$ cat src/rtl/core/qdss_pkg.sv
package qdss_pkg;

  localparam int BIN_W   = 6;
  localparam int DEPTH_W = 32;
  localparam int TIME_W  = 63;

  localparam logic OP_CHANGE = 1'b0;
  localparam logic OP_SWEEP  = 1'b1;

  typedef enum logic [2:0] {
    ST_IDLE,
    ST_MODIFY,
    ST_MERGE,
    ST_PREP,
    ST_FOLD,
    ST_EMIT
  } qdss_state_t;

  typedef struct packed {
    logic               op;
    logic [BIN_W-1:0]   bin;
    logic [DEPTH_W-1:0] depth;
    logic               is_multicast;
    logic               sweep_last;
    logic [TIME_W-1:0]  now_time;
  } qdss_item_t;

  typedef struct packed {
    logic [DEPTH_W-1:0] shared;
    logic [DEPTH_W-1:0] hi;
    logic [DEPTH_W-1:0] lo;
  } qdss_entry_t;

  typedef struct packed {
    logic [DEPTH_W-1:0] delta_a;
    logic [DEPTH_W-1:0] delta_b;
    logic [DEPTH_W-1:0] out_a;
    logic [DEPTH_W-1:0] out_b;
  } qdss_cand_t;

  typedef struct packed {
    logic mark_change;
    logic merge;
    logic prep;
    logic fold;
  } qdss_ctl_t;

  typedef struct packed {
    logic [DEPTH_W-1:0] max_delta;
    logic [DEPTH_W-1:0] max_outside_range;
    logic [TIME_W-1:0]  max_stale_time;
    logic [DEPTH_W-1:0] total_delta;
    logic [DEPTH_W-1:0] total_outside_range;
    logic [TIME_W-1:0]  total_stale_time;
    logic [DEPTH_W-1:0] write_periods;
  } qdss_stats_t;

endpackage

$ cat src/rtl/core/qdss_stats.sv
module qdss_stats (
  input  logic                              clk,
  input  logic                              rst_n,
  input  qdss_pkg::qdss_ctl_t               ctl,
  input  logic [qdss_pkg::TIME_W-1:0]       now_time,
  input  qdss_pkg::qdss_cand_t              cand,
  output logic                              pending,
  output qdss_pkg::qdss_stats_t             stats
);

  logic                           pending_r;
  logic [qdss_pkg::TIME_W-1:0]    first_r;
  logic [qdss_pkg::TIME_W-1:0]    last_wr_r;
  logic [qdss_pkg::DEPTH_W-1:0]   sw_delta_r;
  logic [qdss_pkg::DEPTH_W-1:0]   sw_out_r;
  logic [qdss_pkg::DEPTH_W-1:0]   peak_delta_r;
  logic [qdss_pkg::DEPTH_W-1:0]   peak_out_r;
  logic [qdss_pkg::TIME_W-1:0]    peak_stale_r;
  logic [qdss_pkg::DEPTH_W-1:0]   sum_delta_r;
  logic [qdss_pkg::DEPTH_W-1:0]   sum_out_r;
  logic [qdss_pkg::TIME_W-1:0]    sum_stale_r;
  logic [qdss_pkg::DEPTH_W-1:0]   periods_r;
  logic [qdss_pkg::TIME_W-1:0]    stale_r;
  logic [qdss_pkg::DEPTH_W:0]     dsum_r;
  logic [qdss_pkg::DEPTH_W:0]     osum_r;

  logic [qdss_pkg::DEPTH_W-1:0]   delta_pick;
  logic [qdss_pkg::DEPTH_W-1:0]   out_pick;
  logic [qdss_pkg::DEPTH_W-1:0]   sw_delta_nxt;
  logic [qdss_pkg::DEPTH_W-1:0]   sw_out_nxt;
  logic                           wrap;
  logic [qdss_pkg::TIME_W-1:0]    sum_stale_base;
  logic [qdss_pkg::DEPTH_W-1:0]   periods_base;

  always_comb begin
    delta_pick     = (cand.delta_a > cand.delta_b) ? cand.delta_a : cand.delta_b;
    out_pick       = (cand.out_a > cand.out_b) ? cand.out_a : cand.out_b;
    sw_delta_nxt   = (delta_pick > sw_delta_r) ? delta_pick : sw_delta_r;
    sw_out_nxt     = (out_pick > sw_out_r) ? out_pick : sw_out_r;
    // A carry out of either running total clears all totals before the add.
    wrap           = dsum_r[qdss_pkg::DEPTH_W] | osum_r[qdss_pkg::DEPTH_W];
    sum_stale_base = wrap ? '0 : sum_stale_r;
    periods_base   = wrap ? '0 : periods_r;
  end

  always_ff @(posedge clk) begin
    if (!rst_n) begin
      pending_r    <= 1'b0;
      first_r      <= '0;
      last_wr_r    <= '0;
      sw_delta_r   <= '0;
      sw_out_r     <= '0;
      peak_delta_r <= '0;
      peak_out_r   <= '0;
      peak_stale_r <= '0;
      sum_delta_r  <= '0;
      sum_out_r    <= '0;
      sum_stale_r  <= '0;
      periods_r    <= '0;
      stale_r      <= '0;
      dsum_r       <= '0;
      osum_r       <= '0;
    end else begin
      if (ctl.mark_change && !pending_r) begin
        pending_r <= 1'b1;
        first_r   <= now_time;
      end
      if (ctl.merge) begin
        sw_delta_r <= sw_delta_nxt;
        sw_out_r   <= sw_out_nxt;
      end
      if (ctl.prep) begin
        stale_r <= first_r - last_wr_r;
        dsum_r  <= {1'b0, sum_delta_r} + {1'b0, sw_delta_r};
        osum_r  <= {1'b0, sum_out_r} + {1'b0, sw_out_r};
      end
      if (ctl.fold) begin
        last_wr_r <= now_time;
        if (pending_r) begin
          if (sw_delta_r > peak_delta_r) begin
            peak_delta_r <= sw_delta_r;
          end
          if (sw_out_r > peak_out_r) begin
            peak_out_r <= sw_out_r;
          end
          if (stale_r > peak_stale_r) begin
            peak_stale_r <= stale_r;
          end
          sum_delta_r <= wrap ? sw_delta_r : dsum_r[qdss_pkg::DEPTH_W-1:0];
          sum_out_r   <= wrap ? sw_out_r : osum_r[qdss_pkg::DEPTH_W-1:0];
          sum_stale_r <= sum_stale_base + stale_r;
          periods_r   <= periods_base + 1'b1;
          sw_delta_r  <= '0;
          sw_out_r    <= '0;
          pending_r   <= 1'b0;
        end else begin
          periods_r <= periods_r + 1'b1;
        end
      end
    end
  end

  assign pending                   = pending_r;
  assign stats.max_delta           = peak_delta_r;
  assign stats.max_outside_range   = peak_out_r;
  assign stats.max_stale_time      = peak_stale_r;
  assign stats.total_delta         = sum_delta_r;
  assign stats.total_outside_range = sum_out_r;
  assign stats.total_stale_time    = sum_stale_r;
  assign stats.write_periods       = periods_r;

endmodule

$ cat config.mk
export PLATFORM = sky130hd
export DESIGN_NAME = qdss_stats
export DESIGN_NICKNAME = d
export VERILOG_FILES = /design/src/rtl/core/qdss_pkg.sv /design/src/rtl/core/qdss_stats.sv
export SDC_FILE = /design/constraint.sdc
export NUM_CORES = 2
export LEC_CHECK = 0
export BUFFER_PORTS_ARGS = -buffer_cell sky130_fd_sc_hd__clkbuf_2
export CELL_PAD_IN_SITES_DETAIL_PLACEMENT = 0
export CELL_PAD_IN_SITES_GLOBAL_PLACEMENT = 1
export CORE_MARGIN = 1
export CORE_UTILIZATION = 35
export CTS_CLUSTER_DIAMETER = 60
export DETAILED_ROUTE_END_ITERATION = 6
export PLACE_DENSITY = 0.77
export RECOVER_POWER = 50
export SLEW_MARGIN = 30
export SYNTH_ARGS = -nofsm -noshare
export SYNTH_HDL_FRONTEND = slang
export SYNTH_SLANG_ARGS = --single-unit
$ cat constraint.sdc
create_clock -name clk -period 6.1 [get_ports clk]
set_clock_uncertainty 0.2 [all_clocks]
set_input_delay 1.83 -clock clk [delete_from_list [all_inputs] [get_ports clk]]
set_output_delay 1.83 -clock clk [all_outputs]
set_load 0.005 [all_outputs]
==> impl_results.md <==
* Run status: complete, but fails checks
* Violated checks: max-capacitance violations, max-slew violations, negative setup slack
* Post-route setup slack at -38.3 ps
* Hold Path Sink: dsum_r[24]
* Clock power share at 37.5%
* Synth Flop Type: dfxtp_1
* CTS Buffer Depth at 3
* WHS Path Cells at 2
* Syn nets at 5,607
* Clock slew at reported path FFs at ~60 ps
* Die width at around 340 um
* R2r setup slk at 270 ps
* Clock Latency Late Sink at 660 ps
* Area leader, netlist: dfxtp_1
* Least-Margin Pin Slew at 3970 ps
* Starting density of the core at approximately 35%
* Final ANT Viol Nets at 0
* Row count at 124
* First DRT Iteration DRCs at around 1,800
* Fmax at 163 MHz
* Synthesized instance count at approximately 5,000
* Final net count at 6,134
* Layout cells sized above 1 at 18.3%
* TritonRoute pass-1 iters at 6
* WL/cell at roughly 19 um
* # fillers at between 10,000 and 15,000
* VDD IR max at 0.000182 V
* RD Place Congestion at 0.918
* Crit share post-route at 101%
* Ys async rst share at 0%
* Area grow syn2layout at 22.0%
* Largest family of logic cells by synthesized area: compound AO/OA/AOI/OAI gates
* Critical path required time at 6480 ps
* CTS hold repair buffers at 0
* Mux cell area share after synthesis at roughly 8%
* Hold_sp: dsum_r[24]
* Placed wire-length estimate at a little over 100,000 um
* Final WL at approximately 130,000 um
* Total track usage at 22.1%
* Root Buffer: clkbuf_16
* Critical Path Start Type: input port
* Largest net degree at the start of global routing at 247
* Worst R2R End: sum_stale_r[58]
* Min-Delay Path Class: reg2reg
* Vert. Die Dim at roughly 340 um
* Overflow after GRT at 0
* Sequential Area at 12,100 um2
* CTS tree: built
* Final Hold Viols at 0
* CTS Sinks at a little over 600
* Sw Share at 33.2%
* Yosys warns at 0
* Max-cap viol count at 5
* Number of synthesized register bits at 606
* Via count at about 37,000
* Crit path DAT at 6510 ps
* Synth area leaders: dfxtp_1 30%, ha_1 14%, mux2i_1 6.9%
* Final setup viols at 18
* Multi-input logic area at ~27,000 um2
* Share of the synthesized area in the top cell type at 29.8%
* Total CTS buffers at 84
* Worst reg-to-reg path cell count at 14
* CP max FO at 8
* PortBufs at 483
* Sequential share of power at 34.2%
* Post-Synth XOR/XNOR Area at between 3 and 4%
* Vias in the first global route at 35,892
* Via density per instance at 5.22
* H-tree levels at 3
* Hold WS at 253 ps
* RSZ-0062 raised after global routing: yes
* Post-synthesis adder-cell area fraction at roughly 14%
* P per Cell Area at 271 nW/um2
* Yosys cell types at a little over 80
* Simple-Gate Fraction of Synth Area at 18.2%
* Die Area at between 100,000 and 150,000 um2
* Combinational Power Share at 28.3%
* Slew headroom at -165%
* IO Pins at 484
* Setup TNS at -326 ps
* P_leak at between 20 and 25 nW
* Mapped Avg Cell Area at 8.21 um2
* Final Max Tran Viols at 345
* Post-layout minimum cycle time at 6140 ps
* Post-synthesis cell area at around 40,000 um2
* Worst setup EP type: flop
* Post-synth EDFFs at 0
* Compound-cell area share of the yosys netlist at 20.2%
* Sequential share of the synthesized area at 29.8%
* Sw power at 0.00446 W
* Post-route DRC at 0
* First-pass GRT wire length at 204,000 um
* Critical path class: in2reg
* R2R Path Start: dsum_r[32]
* Core area at 115,000 um2
* Initial antenna violation count at 1
* Total internal power at roughly 0.0090 W
-- cell usage in the layout (no fill, tap or decap), types with 81 or more instances in the layout --
master	netlist	routed
dfxtp_1	606	606
o211ai_1	81	81
and2_1	167	160
nand4_1	117	117
nor2b_1	249	247
nor2_1	178	175
nand2_1	566	563
a21o_1	171	171
a21oi_1	312	277
clkbuf_2	2	476
clkbuf_16	0	89
mux2i_1	281	255
xnor2_1	107	107
ha_1	444	429
inv_1	411	401
buf_4	3	186
o21ai_0	272	230
-- cell type report --
class,instances,area share (%)
Sequential cell,606,24.4
Clock buffer,105,4.69
Inverter,412,3.12
Clock inverter,45,1.04
Antenna cell,1,0.00503
Timing Repair Buffer,695,8.60
Multi-Input combinational cell,3690,54.3
Tap cell,1512,3.81
-- through the flow --
step | utilization [%] | area (um2) | setup WS [ps] | total power [W] | cells
after CTS | 42.5 | 48800 | 11.2 | 0.0134 | 7045
after detailed placement | 39.8 | 45700 | -780 | 0.00821 | 6886
after floorplan | - | 40900 | -39.8 | 0.00702 | 4962
after global routing | 43.3 | 49700 | -210 | 0.0142 | 7066
final | 43.3 | 49700 | -38.3 | 0.0135 | 7066
after global placement | 39.8 | 45700 | -692 | 0.00817 | 6886
-- how the worst max path moves through the flow --
stage	from	cells past startpoint	end	slack, ps
2_1_floorplan	cand[33]	25	sw_out_r[10]	-40
3_3_place_gp	cand[9]	28	sw_out_r[1]	-690
3_5_place_dp	cand[9]	28	sw_out_r[2]	-780
4_1_cts	cand[9]	27	sw_out_r[5]	10
5_1_grt	cand[10]	26	sw_out_r[2]	-210
6_report	cand[33]	26	sw_out_r[2]	-40
-- cell families (layout without fill, tap and decap cells) --
group                      count (synthesis)  after routing
AOI/OAI and AO/OA                       1249           1249
xor gates and xnor gates                 185            185
adders and majority gates                448            448
buffers and inverters                    666           1257
DFF                                      606            606
muxes                                    313            313
other                                      0              1
and+or+nand+nor                         1495           1495
-- what timing repair did --
item	CTS	global route
setup endpoints to repair	32	64
pin swaps	10	38
gates resized for setup	31	149
setup buffers	6	16
gates cloned	3	6
-- power groups by stage --
stage               sequential, W  clock [W]  combinational [W]
floorplan                 0.00454          0            0.00248
global route              0.00464    0.00536            0.00421
global placement          0.00467          0            0.00350
finish                    0.00460    0.00505            0.00380
CTS                       0.00460    0.00518            0.00363
detailed placement        0.00468          0            0.00354
-- per-layer routing --
layer	global-route usage [%]	share of wire [%]	up-vias
li1	-	-	18419
met1	26.7	43	17486
met2	38.2	48	753
met3	5.13	6.4	194
met4	7.54	3.2	0
met5	0	0	-
-- Yosys cell counts, types with 117 or more instances --
library cell	count
o21ai_0	272
nor2_1	178
and2_1	167
nand2_1	566
dfxtp_1	606
ha_1	444
nand4_1	117
a21o_1	171
a21oi_1	312
mux2i_1	281
nor2b_1	249
clkbuf_1	216
inv_1	411
-- registers in the layout, indices dropped and copies added, names as in the netlist --
register      count
sum_delta_r      32
first_r          63
pending           1
sw_delta_r       32
peak_out_r       32
peak_delta_r     32
stale_r          63
sum_stale_r      63
periods_r        32
dsum_r           33
sw_out_r         32
osum_r           33
last_wr_r        63
sum_out_r        32
peak_stale_r     63
-- worst max-delay path, cell delays in order --
cell and delay, ps:
buf_8 100, ha_4 230, nor2b_4 120, o21a_1 160, o21a_1 170, o21ai_1 110, nand2_1 70, o311ai_2 280
buf_4 160, or4b_4 490, nand2_8 140, buf_12 190, mux2i_4 270, inv_2 60, ha_4 260, nand4_1 170
nor4_4 360, and3_4 240, a221oi_2 60, o21ai_1 80, a21oi_1 50, o21ai_1 110, o221a_4 360, clkbuf_16 230
o21ai_4 60, a21oi_2 140
No activity file was read; power rests on OpenSTA's default activity.
